### src/hdl/sca_pkg.sv
// Package for the still capture accumulator.
// Holds field widths, reset values, status and register codes, and the
// command/status structs shared by the controller and the datapath.
`timescale 1ns / 1ps

package sca_pkg;

    localparam int AXIS_N    = 3;
    localparam int AXIS_W    = 16;
    localparam int CNT_W     = 13;
    localparam int MDEV_W    = 11;
    localparam int STAT_W    = 2;
    localparam int CFG_IDX_W = 1;
    localparam int CFG_DAT_W = 13;
    localparam int MGK_W     = 10;
    localparam int DIFF_W    = AXIS_W + 1;
    localparam int SCALED_W  = DIFF_W + MGK_W;

    // divider retires one quotient bit per step; the mean fits 16 bits
    localparam int DIV_STEPS = AXIS_W;
    localparam int DIV_CW    = $clog2(DIV_STEPS);

    typedef logic signed [AXIS_W-1:0] t_axis;

    localparam logic [STAT_W-1:0] STAT_ACCUM    = 2'd0;
    localparam logic [STAT_W-1:0] STAT_COMPLETE = 2'd1;
    localparam logic [STAT_W-1:0] STAT_IGNORED  = 2'd2;

    localparam logic [CFG_IDX_W-1:0] CFG_TARGET = 1'b0;
    localparam logic [CFG_IDX_W-1:0] CFG_MAXDEV = 1'b1;

    localparam logic CMD_ADD   = 1'b0;
    localparam logic CMD_CLEAR = 1'b1;

    localparam logic [CNT_W-1:0]  TARGET_RST = 13'd64;
    localparam logic [MDEV_W-1:0] MAXDEV_RST = 11'd50;
    localparam t_axis             MIN_RST    = 16'sh7FFF;
    localparam t_axis             MAX_RST    = 16'sh8000;
    localparam logic [MGK_W-1:0]  MG_PER_G   = 10'd1000;

    typedef struct packed {
        logic take_clear;   // clear command accepted
        logic take_ignore;  // sample accepted while capture is done
        logic take_sample;  // sample accepted for accumulation
        logic check;        // evaluate motion against running means
        logic update;       // fold sample into sums, extremes, count
        logic div_init;     // load dividers from sums
        logic div_step;     // one quotient bit on all three axes
        logic div_last;     // final step, write means
        logic emit;         // load result register
    } t_dp_cmd;

    typedef struct packed {
        logic done;         // capture complete
        logic out_free;     // result register can take a new result
    } t_dp_stat;

endpackage

### src/hdl/still_capture_accumulator_unit.sv
// Top level of the still capture accumulator: controller plus datapath.
// Depends on sca_pkg, sca_ctrl and sca_dpath.
//
//   channel  | direction | handshake                  | payload
//   ---------+-----------+----------------------------+---------------------------------
//   input    | in        | i_in_valid / o_in_stall    | i_command, i_accel_x/y/z
//   result   | out       | o_out_valid / i_out_stall  | o_status .. o_max_z
//   config   | in        | i_cfg_valid / o_cfg_ready  | i_cfg_index, i_cfg_data
//
// A sample transaction runs from accept to result through one motion
// check, one update, one divider load and 16 steps of the three restoring
// dividers (one quotient bit per cycle), then the hand-off; the next item
// is taken the cycle after. Clear commands and samples after a finished
// capture go from accept straight to the hand-off. Synchronous active-low
// reset returns the capture to empty and the registers to 64 samples and
// 50 mg. The result register lets a new item be accepted while the last
// result is stalled; the hand-off waits if that result is still there.
// Config writes are always ready.
`timescale 1ns / 1ps

module still_capture_accumulator_unit #(
    parameter int MAX_TARGET = 4096,
    parameter int ONE_G_RAW  = 16384
) (
    input  logic                              i_clk,
    input  logic                              i_rst_n,
    input  logic                              i_in_valid,
    output logic                              o_in_stall,
    input  logic                              i_command,
    input  logic signed [sca_pkg::AXIS_W-1:0] i_accel_x,
    input  logic signed [sca_pkg::AXIS_W-1:0] i_accel_y,
    input  logic signed [sca_pkg::AXIS_W-1:0] i_accel_z,
    input  logic                              i_cfg_valid,
    output logic                              o_cfg_ready,
    input  logic [sca_pkg::CFG_IDX_W-1:0]     i_cfg_index,
    input  logic [sca_pkg::CFG_DAT_W-1:0]     i_cfg_data,
    output logic                              o_out_valid,
    input  logic                              i_out_stall,
    output logic [sca_pkg::STAT_W-1:0]        o_status,
    output logic                              o_restarted,
    output logic [sca_pkg::CNT_W-1:0]         o_sample_count,
    output logic signed [sca_pkg::AXIS_W-1:0] o_mean_x,
    output logic signed [sca_pkg::AXIS_W-1:0] o_mean_y,
    output logic signed [sca_pkg::AXIS_W-1:0] o_mean_z,
    output logic signed [sca_pkg::AXIS_W-1:0] o_min_x,
    output logic signed [sca_pkg::AXIS_W-1:0] o_min_y,
    output logic signed [sca_pkg::AXIS_W-1:0] o_min_z,
    output logic signed [sca_pkg::AXIS_W-1:0] o_max_x,
    output logic signed [sca_pkg::AXIS_W-1:0] o_max_y,
    output logic signed [sca_pkg::AXIS_W-1:0] o_max_z
);

    sca_pkg::t_dp_cmd  w_cmd;
    sca_pkg::t_dp_stat w_stat;

    assign o_cfg_ready = 1'b1;

    sca_ctrl u_ctrl (
        .i_clk      (i_clk),
        .i_rst_n    (i_rst_n),
        .i_in_valid (i_in_valid),
        .i_command  (i_command),
        .o_in_stall (o_in_stall),
        .i_stat     (w_stat),
        .o_cmd      (w_cmd)
    );

    sca_dpath #(
        .MAX_TARGET (MAX_TARGET),
        .ONE_G_RAW  (ONE_G_RAW)
    ) u_dpath (
        .i_clk          (i_clk),
        .i_rst_n        (i_rst_n),
        .i_cmd          (w_cmd),
        .o_stat         (w_stat),
        .i_accel_x      (i_accel_x),
        .i_accel_y      (i_accel_y),
        .i_accel_z      (i_accel_z),
        .i_cfg_we       (i_cfg_valid && o_cfg_ready),
        .i_cfg_index    (i_cfg_index),
        .i_cfg_data     (i_cfg_data),
        .o_out_valid    (o_out_valid),
        .i_out_stall    (i_out_stall),
        .o_status       (o_status),
        .o_restarted    (o_restarted),
        .o_sample_count (o_sample_count),
        .o_mean_x       (o_mean_x),
        .o_mean_y       (o_mean_y),
        .o_mean_z       (o_mean_z),
        .o_min_x        (o_min_x),
        .o_min_y        (o_min_y),
        .o_min_z        (o_min_z),
        .o_max_x        (o_max_x),
        .o_max_y        (o_max_y),
        .o_max_z        (o_max_z)
    );

endmodule

### src/hdl/sca_ctrl.sv
// Controller for the still capture accumulator.
// Sequences accept, motion check, update, division and result hand-off.
// Depends on sca_pkg.
`timescale 1ns / 1ps

module sca_ctrl (
    input  logic              i_clk,
    input  logic              i_rst_n,
    input  logic              i_in_valid,
    input  logic              i_command,
    output logic              o_in_stall,
    input  sca_pkg::t_dp_stat i_stat,
    output sca_pkg::t_dp_cmd  o_cmd
);

    localparam logic [2:0] S_IDLE   = 3'd0;
    localparam logic [2:0] S_CHECK  = 3'd1;
    localparam logic [2:0] S_UPDATE = 3'd2;
    localparam logic [2:0] S_DINIT  = 3'd3;
    localparam logic [2:0] S_DIV    = 3'd4;
    localparam logic [2:0] S_EMIT   = 3'd5;

    logic [2:0]                  r_state, n_state;
    logic [sca_pkg::DIV_CW-1:0]  r_step, n_step;
    logic                        w_last;

    assign o_in_stall = (r_state != S_IDLE);
    assign w_last     = (r_step == sca_pkg::DIV_CW'(sca_pkg::DIV_STEPS - 1));

    always_comb begin
        n_state = r_state;
        n_step  = r_step;
        o_cmd   = '0;
        case (r_state)
            S_IDLE: begin
                if (i_in_valid) begin
                    if (i_command == sca_pkg::CMD_CLEAR) begin
                        o_cmd.take_clear = 1'b1;
                        n_state          = S_EMIT;
                    end else if (i_stat.done) begin
                        o_cmd.take_ignore = 1'b1;
                        n_state           = S_EMIT;
                    end else begin
                        o_cmd.take_sample = 1'b1;
                        n_state           = S_CHECK;
                    end
                end
            end
            S_CHECK: begin
                o_cmd.check = 1'b1;
                n_state     = S_UPDATE;
            end
            S_UPDATE: begin
                o_cmd.update = 1'b1;
                n_state      = S_DINIT;
            end
            S_DINIT: begin
                o_cmd.div_init = 1'b1;
                n_step         = '0;
                n_state        = S_DIV;
            end
            S_DIV: begin
                o_cmd.div_step = 1'b1;
                o_cmd.div_last = w_last;
                n_step         = r_step + 1'b1;
                if (w_last) begin
                    n_state = S_EMIT;
                end
            end
            S_EMIT: begin
                if (i_stat.out_free) begin
                    o_cmd.emit = 1'b1;
                    n_state    = S_IDLE;
                end
            end
            default: begin
                n_state = S_IDLE;
            end
        endcase
    end

    always_ff @(posedge i_clk) begin
        if (!i_rst_n) begin
            r_state <= S_IDLE;
            r_step  <= '0;
        end else begin
            r_state <= n_state;
            r_step  <= n_step;
        end
    end

endmodule

### src/hdl/sca_dpath.sv
// Datapath for the still capture accumulator: config registers, capture
// state, motion check, three restoring dividers and the result register.
// Depends on sca_pkg; driven by sca_ctrl commands.
`timescale 1ns / 1ps

module sca_dpath #(
    parameter int MAX_TARGET = 4096,
    parameter int ONE_G_RAW  = 16384
) (
    input  logic                              i_clk,
    input  logic                              i_rst_n,
    input  sca_pkg::t_dp_cmd                  i_cmd,
    output sca_pkg::t_dp_stat                 o_stat,
    input  logic signed [sca_pkg::AXIS_W-1:0] i_accel_x,
    input  logic signed [sca_pkg::AXIS_W-1:0] i_accel_y,
    input  logic signed [sca_pkg::AXIS_W-1:0] i_accel_z,
    input  logic                              i_cfg_we,
    input  logic [sca_pkg::CFG_IDX_W-1:0]     i_cfg_index,
    input  logic [sca_pkg::CFG_DAT_W-1:0]     i_cfg_data,
    output logic                              o_out_valid,
    input  logic                              i_out_stall,
    output logic [sca_pkg::STAT_W-1:0]        o_status,
    output logic                              o_restarted,
    output logic [sca_pkg::CNT_W-1:0]         o_sample_count,
    output logic signed [sca_pkg::AXIS_W-1:0] o_mean_x,
    output logic signed [sca_pkg::AXIS_W-1:0] o_mean_y,
    output logic signed [sca_pkg::AXIS_W-1:0] o_mean_z,
    output logic signed [sca_pkg::AXIS_W-1:0] o_min_x,
    output logic signed [sca_pkg::AXIS_W-1:0] o_min_y,
    output logic signed [sca_pkg::AXIS_W-1:0] o_min_z,
    output logic signed [sca_pkg::AXIS_W-1:0] o_max_x,
    output logic signed [sca_pkg::AXIS_W-1:0] o_max_y,
    output logic signed [sca_pkg::AXIS_W-1:0] o_max_z
);

    // count never exceeds the smaller of MAX_TARGET and the 13-bit target
    localparam int CNT_MAXV = (1 << sca_pkg::CNT_W) - 1;
    localparam int CNT_CAP  = (MAX_TARGET < CNT_MAXV) ? MAX_TARGET : CNT_MAXV;
    localparam int SUM_W    = $clog2(CNT_CAP) + sca_pkg::AXIS_W;
    localparam int LIM_W    = sca_pkg::MDEV_W + $clog2(ONE_G_RAW + 1);
    localparam int CMP_W    = (LIM_W > sca_pkg::SCALED_W) ? LIM_W : sca_pkg::SCALED_W;
    localparam int REM_W    = sca_pkg::CNT_W;

    localparam int AW = sca_pkg::AXIS_W;
    localparam int DW = sca_pkg::DIFF_W;
    localparam int SW = sca_pkg::SCALED_W;

    // config
    logic [sca_pkg::CNT_W-1:0]  r_target;
    logic [sca_pkg::MDEV_W-1:0] r_maxdev;
    logic [LIM_W-1:0]           r_lim;   // max_deviation_mg * ONE_G_RAW

    // capture state
    logic signed [SUM_W-1:0]   r_sum  [sca_pkg::AXIS_N];
    sca_pkg::t_axis            r_min  [sca_pkg::AXIS_N];
    sca_pkg::t_axis            r_max  [sca_pkg::AXIS_N];
    sca_pkg::t_axis            r_mean [sca_pkg::AXIS_N];
    logic [sca_pkg::CNT_W-1:0] r_cnt;
    logic                      r_done;

    // per-item working registers
    sca_pkg::t_axis            r_raw  [sca_pkg::AXIS_N];
    logic                      r_motion;
    logic [sca_pkg::STAT_W-1:0] r_status;
    logic                      r_restarted;

    // dividers
    logic                      r_neg  [sca_pkg::AXIS_N];
    logic [REM_W-1:0]          r_rem  [sca_pkg::AXIS_N];
    logic [AW-1:0]             r_dq   [sca_pkg::AXIS_N];

    // result register
    logic                       r_out_valid;
    logic [sca_pkg::STAT_W-1:0] r_o_status;
    logic                       r_o_restarted;
    logic [sca_pkg::CNT_W-1:0]  r_o_cnt;
    sca_pkg::t_axis             r_o_mean [sca_pkg::AXIS_N];
    sca_pkg::t_axis             r_o_min  [sca_pkg::AXIS_N];
    sca_pkg::t_axis             r_o_max  [sca_pkg::AXIS_N];

    sca_pkg::t_axis            w_in   [sca_pkg::AXIS_N];
    logic [DW-1:0]             w_diff [sca_pkg::AXIS_N];
    logic [DW-1:0]             w_abs  [sca_pkg::AXIS_N];
    logic [SW-1:0]             w_scl  [sca_pkg::AXIS_N];
    logic                      w_over [sca_pkg::AXIS_N];
    logic                      w_any_over;
    logic [SUM_W-1:0]          w_mag  [sca_pkg::AXIS_N];
    logic [REM_W:0]            w_trial[sca_pkg::AXIS_N];
    logic                      w_ge   [sca_pkg::AXIS_N];
    logic [REM_W-1:0]          n_rem  [sca_pkg::AXIS_N];
    logic [AW-1:0]             n_dq   [sca_pkg::AXIS_N];
    sca_pkg::t_axis            n_mean [sca_pkg::AXIS_N];
    logic [sca_pkg::CNT_W-1:0] n_cnt;
    logic                      n_done;
    logic                      w_out_free;
    logic [LIM_W-1:0]          w_lim;

    assign w_in[0] = i_accel_x;
    assign w_in[1] = i_accel_y;
    assign w_in[2] = i_accel_z;

    assign w_lim = LIM_W'(r_maxdev) * LIM_W'(ONE_G_RAW);

    // |raw - mean| > floor(P / 1000)  <=>  |raw - mean| * 1000 > P
    always_comb begin
        w_any_over = 1'b0;
        for (int i = 0; i < sca_pkg::AXIS_N; i++) begin
            w_diff[i] = {r_raw[i][AW-1], r_raw[i]} - {r_mean[i][AW-1], r_mean[i]};
            w_abs[i]  = w_diff[i][DW-1] ? (~w_diff[i] + 1'b1) : w_diff[i];
            w_scl[i]  = SW'(w_abs[i]) * SW'(sca_pkg::MG_PER_G);
            w_over[i] = CMP_W'(w_scl[i]) > CMP_W'(r_lim);
            w_any_over = w_any_over | w_over[i];
        end
    end

    always_comb begin
        n_cnt  = (r_motion ? '0 : r_cnt) + 1'b1;
        n_done = (n_cnt >= r_target) || (32'(n_cnt) >= 32'(MAX_TARGET));
    end

    // restoring division: quotient < 2^16, so the top bits seed the remainder
    always_comb begin
        for (int i = 0; i < sca_pkg::AXIS_N; i++) begin
            w_mag[i]   = r_sum[i][SUM_W-1] ? SUM_W'(-r_sum[i]) : SUM_W'(r_sum[i]);
            w_trial[i] = {r_rem[i], r_dq[i][AW-1]};
            w_ge[i]    = w_trial[i] >= {1'b0, r_cnt};
            n_rem[i]   = w_ge[i] ? REM_W'(w_trial[i] - {1'b0, r_cnt}) : REM_W'(w_trial[i]);
            n_dq[i]    = {r_dq[i][AW-2:0], w_ge[i]};
            n_mean[i]  = r_neg[i] ? sca_pkg::t_axis'(-n_dq[i]) : sca_pkg::t_axis'(n_dq[i]);
        end
    end

    assign w_out_free   = !r_out_valid || !i_out_stall;
    assign o_stat.done     = r_done;
    assign o_stat.out_free = w_out_free;

    always_ff @(posedge i_clk) begin
        r_lim <= w_lim;
    end

    always_ff @(posedge i_clk) begin
        if (!i_rst_n) begin
            r_target    <= sca_pkg::TARGET_RST;
            r_maxdev    <= sca_pkg::MAXDEV_RST;
            r_cnt       <= '0;
            r_done      <= 1'b0;
            r_motion    <= 1'b0;
            r_status    <= sca_pkg::STAT_ACCUM;
            r_restarted <= 1'b0;
            r_out_valid <= 1'b0;
            for (int i = 0; i < sca_pkg::AXIS_N; i++) begin
                r_sum[i]  <= '0;
                r_min[i]  <= sca_pkg::MIN_RST;
                r_max[i]  <= sca_pkg::MAX_RST;
                r_mean[i] <= '0;
            end
        end else begin
            if (i_cfg_we) begin
                case (i_cfg_index)
                    sca_pkg::CFG_TARGET: r_target <= i_cfg_data;
                    sca_pkg::CFG_MAXDEV: r_maxdev <= i_cfg_data[sca_pkg::MDEV_W-1:0];
                    default: ;
                endcase
            end

            if (i_cmd.take_clear) begin
                r_cnt       <= '0;
                r_done      <= 1'b0;
                r_status    <= sca_pkg::STAT_ACCUM;
                r_restarted <= 1'b0;
                for (int i = 0; i < sca_pkg::AXIS_N; i++) begin
                    r_sum[i]  <= '0;
                    r_min[i]  <= sca_pkg::MIN_RST;
                    r_max[i]  <= sca_pkg::MAX_RST;
                    r_mean[i] <= '0;
                end
            end

            if (i_cmd.take_ignore) begin
                r_status    <= sca_pkg::STAT_IGNORED;
                r_restarted <= 1'b0;
            end

            if (i_cmd.check) begin
                r_motion <= (r_cnt != '0) && w_any_over;
            end

            if (i_cmd.update) begin
                r_cnt       <= n_cnt;
                r_done      <= n_done;
                r_status    <= n_done ? sca_pkg::STAT_COMPLETE : sca_pkg::STAT_ACCUM;
                r_restarted <= r_motion;
                for (int i = 0; i < sca_pkg::AXIS_N; i++) begin
                    r_sum[i] <= (r_motion ? '0 : r_sum[i]) + SUM_W'(r_raw[i]);
                    if (r_motion || (r_raw[i] < r_min[i])) begin
                        r_min[i] <= r_raw[i];
                    end
                    if (r_motion || (r_raw[i] > r_max[i])) begin
                        r_max[i] <= r_raw[i];
                    end
                end
            end

            if (i_cmd.div_step && i_cmd.div_last) begin
                for (int i = 0; i < sca_pkg::AXIS_N; i++) begin
                    r_mean[i] <= n_mean[i];
                end
            end

            if (i_cmd.emit) begin
                r_out_valid <= 1'b1;
            end else if (!i_out_stall) begin
                r_out_valid <= 1'b0;
            end
        end
    end

    // payload registers
    always_ff @(posedge i_clk) begin
        if (i_cmd.take_sample) begin
            for (int i = 0; i < sca_pkg::AXIS_N; i++) begin
                r_raw[i] <= w_in[i];
            end
        end
        if (i_cmd.div_init) begin
            for (int i = 0; i < sca_pkg::AXIS_N; i++) begin
                r_neg[i] <= r_sum[i][SUM_W-1];
                r_rem[i] <= REM_W'(w_mag[i] >> AW);
                r_dq[i]  <= w_mag[i][AW-1:0];
            end
        end else if (i_cmd.div_step) begin
            for (int i = 0; i < sca_pkg::AXIS_N; i++) begin
                r_rem[i] <= n_rem[i];
                r_dq[i]  <= n_dq[i];
            end
        end
        if (i_cmd.emit) begin
            r_o_status    <= r_status;
            r_o_restarted <= r_restarted;
            r_o_cnt       <= r_cnt;
            for (int i = 0; i < sca_pkg::AXIS_N; i++) begin
                r_o_mean[i] <= r_mean[i];
                r_o_min[i]  <= r_min[i];
                r_o_max[i]  <= r_max[i];
            end
        end
    end

    assign o_out_valid    = r_out_valid;
    assign o_status       = r_o_status;
    assign o_restarted    = r_o_restarted;
    assign o_sample_count = r_o_cnt;
    assign o_mean_x       = r_o_mean[0];
    assign o_mean_y       = r_o_mean[1];
    assign o_mean_z       = r_o_mean[2];
    assign o_min_x        = r_o_min[0];
    assign o_min_y        = r_o_min[1];
    assign o_min_z        = r_o_min[2];
    assign o_max_x        = r_o_max[0];
    assign o_max_y        = r_o_max[1];
    assign o_max_z        = r_o_max[2];

endmodule

### config.mk
export PLATFORM = sky130hd
export DESIGN_NAME = still_capture_accumulator_unit
export DESIGN_NICKNAME = d
export VERILOG_FILES = /design/src/hdl/sca_pkg.sv /design/src/hdl/still_capture_accumulator_unit.sv /design/src/hdl/sca_ctrl.sv /design/src/hdl/sca_dpath.sv
export SDC_FILE = /design/constraint.sdc
export NUM_CORES = 2
export LEC_CHECK = 0
export BUFFER_PORTS_ARGS = -buffer_cell sky130_fd_sc_hd__buf_2
export CORE_MARGIN = 2
export CORE_UTILIZATION = 45
export DETAILED_ROUTE_END_ITERATION = 8
export HOLD_SLACK_MARGIN = 0.12
export PLACE_DENSITY = 0.72
export SYNTH_ARGS = -nofsm -noshare
export SYNTH_HDL_FRONTEND = slang
export SYNTH_SLANG_ARGS = --single-unit
### constraint.sdc
create_clock -name i_clk -period 13.1 [get_ports i_clk]
set_input_delay 2.62 -clock i_clk [delete_from_list [all_inputs] [get_ports i_clk]]
set_output_delay 2.62 -clock i_clk [all_outputs]
set_load 0.05 [all_outputs]
# Word-level counts from Yosys, hierarchy flattened
# Memories as Yosys holds them, arrays and structs flattened.
# Index checks and enable logic that the tools add are counted.
dict set report op_classes {
  muxes 120
  n_addsub 20
  n_lt_le_gt_ge 14
  reduce_logical 21
  eq_ne 10
  bitwise_logic 36
  n_mul 3
}
# cell count
set op_table {}
lappend op_table {{$mux 16} 24}
lappend op_table {{$mux 28} 12}
lappend op_table {{$mux 13} 9}
lappend op_table {{$add 28x28->28} 3}
lappend op_table {{$neg 28->28} 3}
lappend op_table {{$gt 27x25->1} 3}
lappend op_table {{$mul 17x7->24 const B} 3}
lappend op_table {{$mux 1} 58}
lappend op_table {{$add 17x1->17 const B} 3}
lappend op_table {{$mux 17} 3}
lappend op_table {{$not 17->17} 3}
lappend op_table {{$sub 16x16->17} 3}
lappend op_table {{$gt 16x16->1} 3}
lappend op_table {{$lt 16x16->1} 3}
lappend op_table {{$neg 16->16} 3}
lappend op_table {{$ge 14x13->1} 3}
lappend op_table {{$sub 13x13->13} 3}
lappend op_table {{$or 1x1->1} 32}
lappend op_table {{$mux 3} 7}
lappend op_table {{$pmux 3 s6} 1}
lappend op_table {{$add 13x1->13 const B} 1}
lappend op_table {{$ge 13x13->1} 1}
lappend op_table {{$ge 13x13->1 const B} 1}
lappend op_table {{$reduce_bool 13->1} 1}
lappend op_table {{other kinds (18)} 38}
dict set report word_totals {
  output_inout_bits 163
  word_cells 249
  ramBits 510
  n_memories 11
  ff_bits 77
  inputBits 68
}
# memory words word_bits rd rd_clocked_by_memory_dff write_ports line
set mem_list {}
lappend mem_list {u_dpath.r_sum 3 28 3 0 3 sca_dpath.sv:54} ;# logic signed [SUM_W-1:0] r_sum [sca_pkg::AXIS_N];
lappend mem_list {u_dpath.r_dq 3 16 3 0 3 sca_dpath.sv:70} ;# logic [AW-1:0] r_dq [sca_pkg::AXIS_N];
lappend mem_list {u_dpath.r_max 3 16 3 0 3 sca_dpath.sv:56} ;# sca_pkg::t_axis r_max [sca_pkg::AXIS_N];
lappend mem_list {u_dpath.r_mean 3 16 3 0 3 sca_dpath.sv:57} ;# sca_pkg::t_axis r_mean [sca_pkg::AXIS_N];
lappend mem_list {u_dpath.r_min 3 16 3 0 3 sca_dpath.sv:55} ;# sca_pkg::t_axis r_min [sca_pkg::AXIS_N];
lappend mem_list {u_dpath.r_o_max 3 16 3 0 3 sca_dpath.sv:79} ;# sca_pkg::t_axis r_o_max [sca_pkg::AXIS_N];
lappend mem_list {{+5 memories} n/a n/a n/a n/a n/a n/a}

# Longest topological paths before layout
# An unclocked memory read counts as a cell.
dict set report depth {
  word_depth 10
  mapped_depth 41
  depth_no_buf 40
}

# Modules after synthesis
# From an unflattened synthesis, not the netlist that was laid out.
dict set report hier_totals {
  hier_cells 4479
  hier_area_um2 44844.3
}
# module seq_area_each_um2 area_per_inst_um2 n_inst cells_each
set modules_own_cells {}
lappend modules_own_cells {sca_dpath 16876.2 44392.6 1 4421}
lappend modules_own_cells {sca_ctrl 140.1 440.4 1 56}
lappend modules_own_cells {still_capture_accumulator_unit 0.0 11.3 1 2}

# Worst setup path before layout
# Ideal clock, no wire load.
dict set report synth_timing {
  path_kind {input-to-reg}
  startpoint {input i_out_stall}
  endpoint {register u_dpath.r_o_restarted, in the netlist u_dpath.o_restarted (enable)}
  stages 1
  path_buffers 0
  setup_ns 0.732
  setup_slack_ns 2.039
  arrival_time_ns 10.328
  required_time_ns 12.368
  cell_sequence {a21oi_1}
}
dict set report synth_via {
  elab_chain_cells 4
}
# item line
set synth_rtl {}
lappend synth_rtl {{start: declaration} still_capture_accumulator_unit.sv:38} ;# input logic i_out_stall,
lappend synth_rtl {{$logic_not 1->1} sca_dpath.sv:133} ;# assign w_out_free = !r_out_valid || !i_out_stall;
lappend synth_rtl {{$logic_or 1x1->1} sca_dpath.sv:133}
lappend synth_rtl {{$mux 1} sca_ctrl.sv:71} ;# if (i_stat.out_free) begin
lappend synth_rtl {{$mux 1} sca_ctrl.sv:34} ;# case (r_state)
lappend synth_rtl {{end signal: assignment} sca_dpath.sv:239} ;# r_o_restarted <= r_restarted;
lappend synth_rtl {{end: declaration} sca_dpath.sv:75} ;# logic r_o_restarted;
# Every way passes these cells.
# A chain may end at the register's enable or synchronous reset.

==> impl_metrics.json <==
{
  "status": "finished, final reports clean",
  "clk_pin_slew_ns": 0.06,
  "period_needed_ns": 9.999,
  "synth_edf_count": 526,
  "drt_iter0_markers": 3429,
  "ctsHoldBuffers": 0,
  "grt_max_degree": 76,
  "synth.most_common_cell": "edfxtp_1",
  "routed_wl_mm": 122.9,
  "cts_buffers": 69,
  "die_h_um": 320.8,
  "yosysTopAreaCell": "edfxtp_1",
  "cts_max_level": 3,
  "netlist_area_um2": 45150,
  "yosys-mux-area-fraction": 0.004240,
  "synthAdderAreaFrac": 0.2041,
  "overflow": 0,
  "hp-class": "reg2reg",
  "synth_cell_types": 93,
  "startpoint": "u_dpath.r_raw[0][16]",
  "synth_seq_cells": 587,
  "yosys.area.top_type_share": 0.3498,
  "wire_per_inst_um": 20.11,
  "holdWs_ns": 0.3495,
  "cp_max_fo": 8,
  "yosys.area_share.simple": 0.1346,
  "dieWidth_um": 320.8,
  "synthArstFlopShare": 0,
  "final_nets": 5451,
  "relSlewSlack": 0.1757,
  "cpMaxStageDelayCell": "o311ai_0",
  "antenna_found_initial": 10,
  "hold_viol_final": 0,
  "fin_tns_setup_ns": 0,
  "yosys-top-cells-area": "edfxtp_1 (35%), ha_1 (13%), fa_1 (7.1%)",
  "yosysWarnings": 0,
  "reg2reg_to": "u_dpath.r_motion",
  "r2r_slack_ns": 3.10,
  "ys_seq_area_frac": 0.3769,
  "setup.worst_path.class": "reg2reg",
  "worst_pin_slew_ns": 1.237,
  "antenna_left": 0,
  "start_kind": "flip-flop",
  "largest_reg_flops": 84,
  "gp_routability_congestion": 0.9397,
  "place_hpwl_mm": 93.89,
  "max_stage_delay_ns": 0.62,
  "top_register": "u_dpath.r_sum",
  "drv_cap": 0,
  "via_per_inst": 5.729,
  "area_delta_synth_final_pct": 10.90,
  "slew_viol_final": 0,
  "rows": 116,
  "clock_sinks": 587,
  "top_level_ports": 231,
  "grt_pass1_vias": 33050,
  "synth_fp_nets": 5249,
  "synth-xor-area-share": 0.07529,
  "rsz0062_at_grt": "no",
  "num_vias": 35000,
  "crit_required_ns": 13.60,
  "tritoncts": "built",
  "fmax_mhz": 100.0,
  "core-area_um2": 99710,
  "crit_path_end": "u_dpath.r_motion",
  "setup_viol": 0,
  "r2r-start": "u_dpath.r_raw[0][16]",
  "layout-drive-gt1-share": 0.09361,
  "cp_common_cell": "fa_1",
  "synthTopCellsByCount": "edfxtp_1 (526), inv_1 (522), ha_1 (471)",
  "finalClockSkew_ns": 0.03007,
  "synth-compound-area-share": 0.1503,
  "portBuffers": 229,
  "syn_avg_cell_area_um2": 9.926,
  "clock_latency_ns": 0.63,
  "reg2reg_depth": 37,
  "synthCells": 4549,
  "dieArea_um2": 102900,
  "end_kind": "flip-flop",
  "fillers": 8892,
  "track_usage": 0.2327,
  "initial_utilization": 0.4528,
  "grt_pass1_wl_mm": 187.1,
  "cts_buffer_depth": 3,
  "post_cts_buffers": 0,
  "post-route-period-util": 0.7633,
  "drt_first_pass_iters": 7,
  "synthFlopType": "edfxtp_1",
  "arrival_ns": 10.50,
  "ctsRootBufferMaster": "clkbuf_16",
  "cts_resized": 0,
  "route.detailed.drc": 0,
  "synth_top_family_by_area": "adder cells"
}
-- kinds of logic (layout without fill, tap and decap cells) --
group / Yosys count / count (layout)
AND/OR/NAND/NOR: 1247 / 1247
AO/OA/AOI/OAI: 1031 / 1031
other: 1 / 5
multiplexers: 19 / 19
adder cells (fa/ha/maj): 642 / 642
buffers and inverters: 651 / 909
flip-flops: 587 / 587
XOR/XNOR: 371 / 371
-- layout by cell type, fill, tap and decap left out, types with 19 or more instances in the layout --
| cell | count |
|---|---|
| edfxtp_1 | 526 |
| o21a_1 | 48 |
| nand4_1 | 48 |
| a211oi_1 | 44 |
| nand3_1 | 66 |
| nand2_1 | 339 |
| xor2_1 | 172 |
| nor2_1 | 321 |
| or3_1 | 45 |
| buf_2 | 229 |
| nor3_1 | 86 |
| dfxtp_1 | 60 |
| xnor2_1 | 185 |
| inv_1 | 520 |
| clkbuf_16 | 70 |
| a31oi_1 | 80 |
| ha_1 | 471 |
| nand2b_1 | 59 |
| o21bai_1 | 19 |
| nor2b_1 | 139 |
| a21boi_0 | 31 |
| and3_1 | 24 |
| buf_4 | 28 |
| a21oi_1 | 241 |
| a21o_1 | 94 |
| o31ai_1 | 94 |
| o21ai_0 | 207 |
| fa_1 | 161 |
-- worst min path at each step --
stage / slack, ns / end / from / cells after the start
2_1_floorplan: 0.33 / u_dpath.r_lim[14] / u_dpath.r_maxdev[0] / 0
3_3_place_gp: 0.33 / u_dpath.r_lim[16] / u_dpath.r_maxdev[2] / 0
3_5_place_dp: 0.34 / u_dpath.r_lim[17] / u_dpath.r_maxdev[3] / 0
4_1_cts: 0.34 / u_dpath.r_lim[24] / u_dpath.r_maxdev[10] / 0
5_1_grt: 0.36 / u_dpath.r_lim[24] / u_dpath.r_maxdev[10] / 0
6_report: 0.35 / u_dpath.r_lim[24] / u_dpath.r_maxdev[10] / 0
-- final cells by class --
| cell class | instances | area (um2) | share of cell area |
|---|---|---|---|
| multi-input cells | 3311 | 25770 | 0.5146 |
| flip-flops and latches | 587 | 17020 | 0.3399 |
| inverters | 525 | 1973 | 0.03940 |
| clock buffers | 85 | 1848 | 0.03690 |
| well taps | 1298 | 1624 | 0.03243 |
| repair buffers | 257 | 1356 | 0.02709 |
| clock inverters | 42 | 476.7 | 0.009520 |
| diodes | 4 | 10.01 | 0.0001999 |
-- routing by layer --
metal / share of wire / track usage
met1: 0.44 / 0.3261
met2: 0.44 / 0.3651
met3: 0.083 / 0.03713
met4: 0.035 / 0.08159
met5: 0.000081 / 0
-- per-stage QoR --
step                      worst slack [ns]  area, um2    util  cells
final                                3.101      50080  0.5022   6109
after global routing                 2.257      50070  0.5022   6108
after CTS                            3.137      50070  0.5021   6105
after detailed placement             3.148      47740  0.4788   5978
after global placement               3.401      47740  0.4788   5978
after floorplan                      2.039      45150       -   4549
-- worst max-delay path, delay by kind of cell, from the launching register on --
kind	cells	cell delay (ns)
AOI/OAI and AO/OA	14	3.66
DFF	1	0.37
and+or+nand+nor	10	1.55
adders and majority gates	8	3.28
xor gates and xnor gates	2	0.61
buffers and inverters	3	0.40
Power is left out: the tool's default activity adds up to more than one toggle a clock period on the data nets, which glitch-free logic cannot reach.
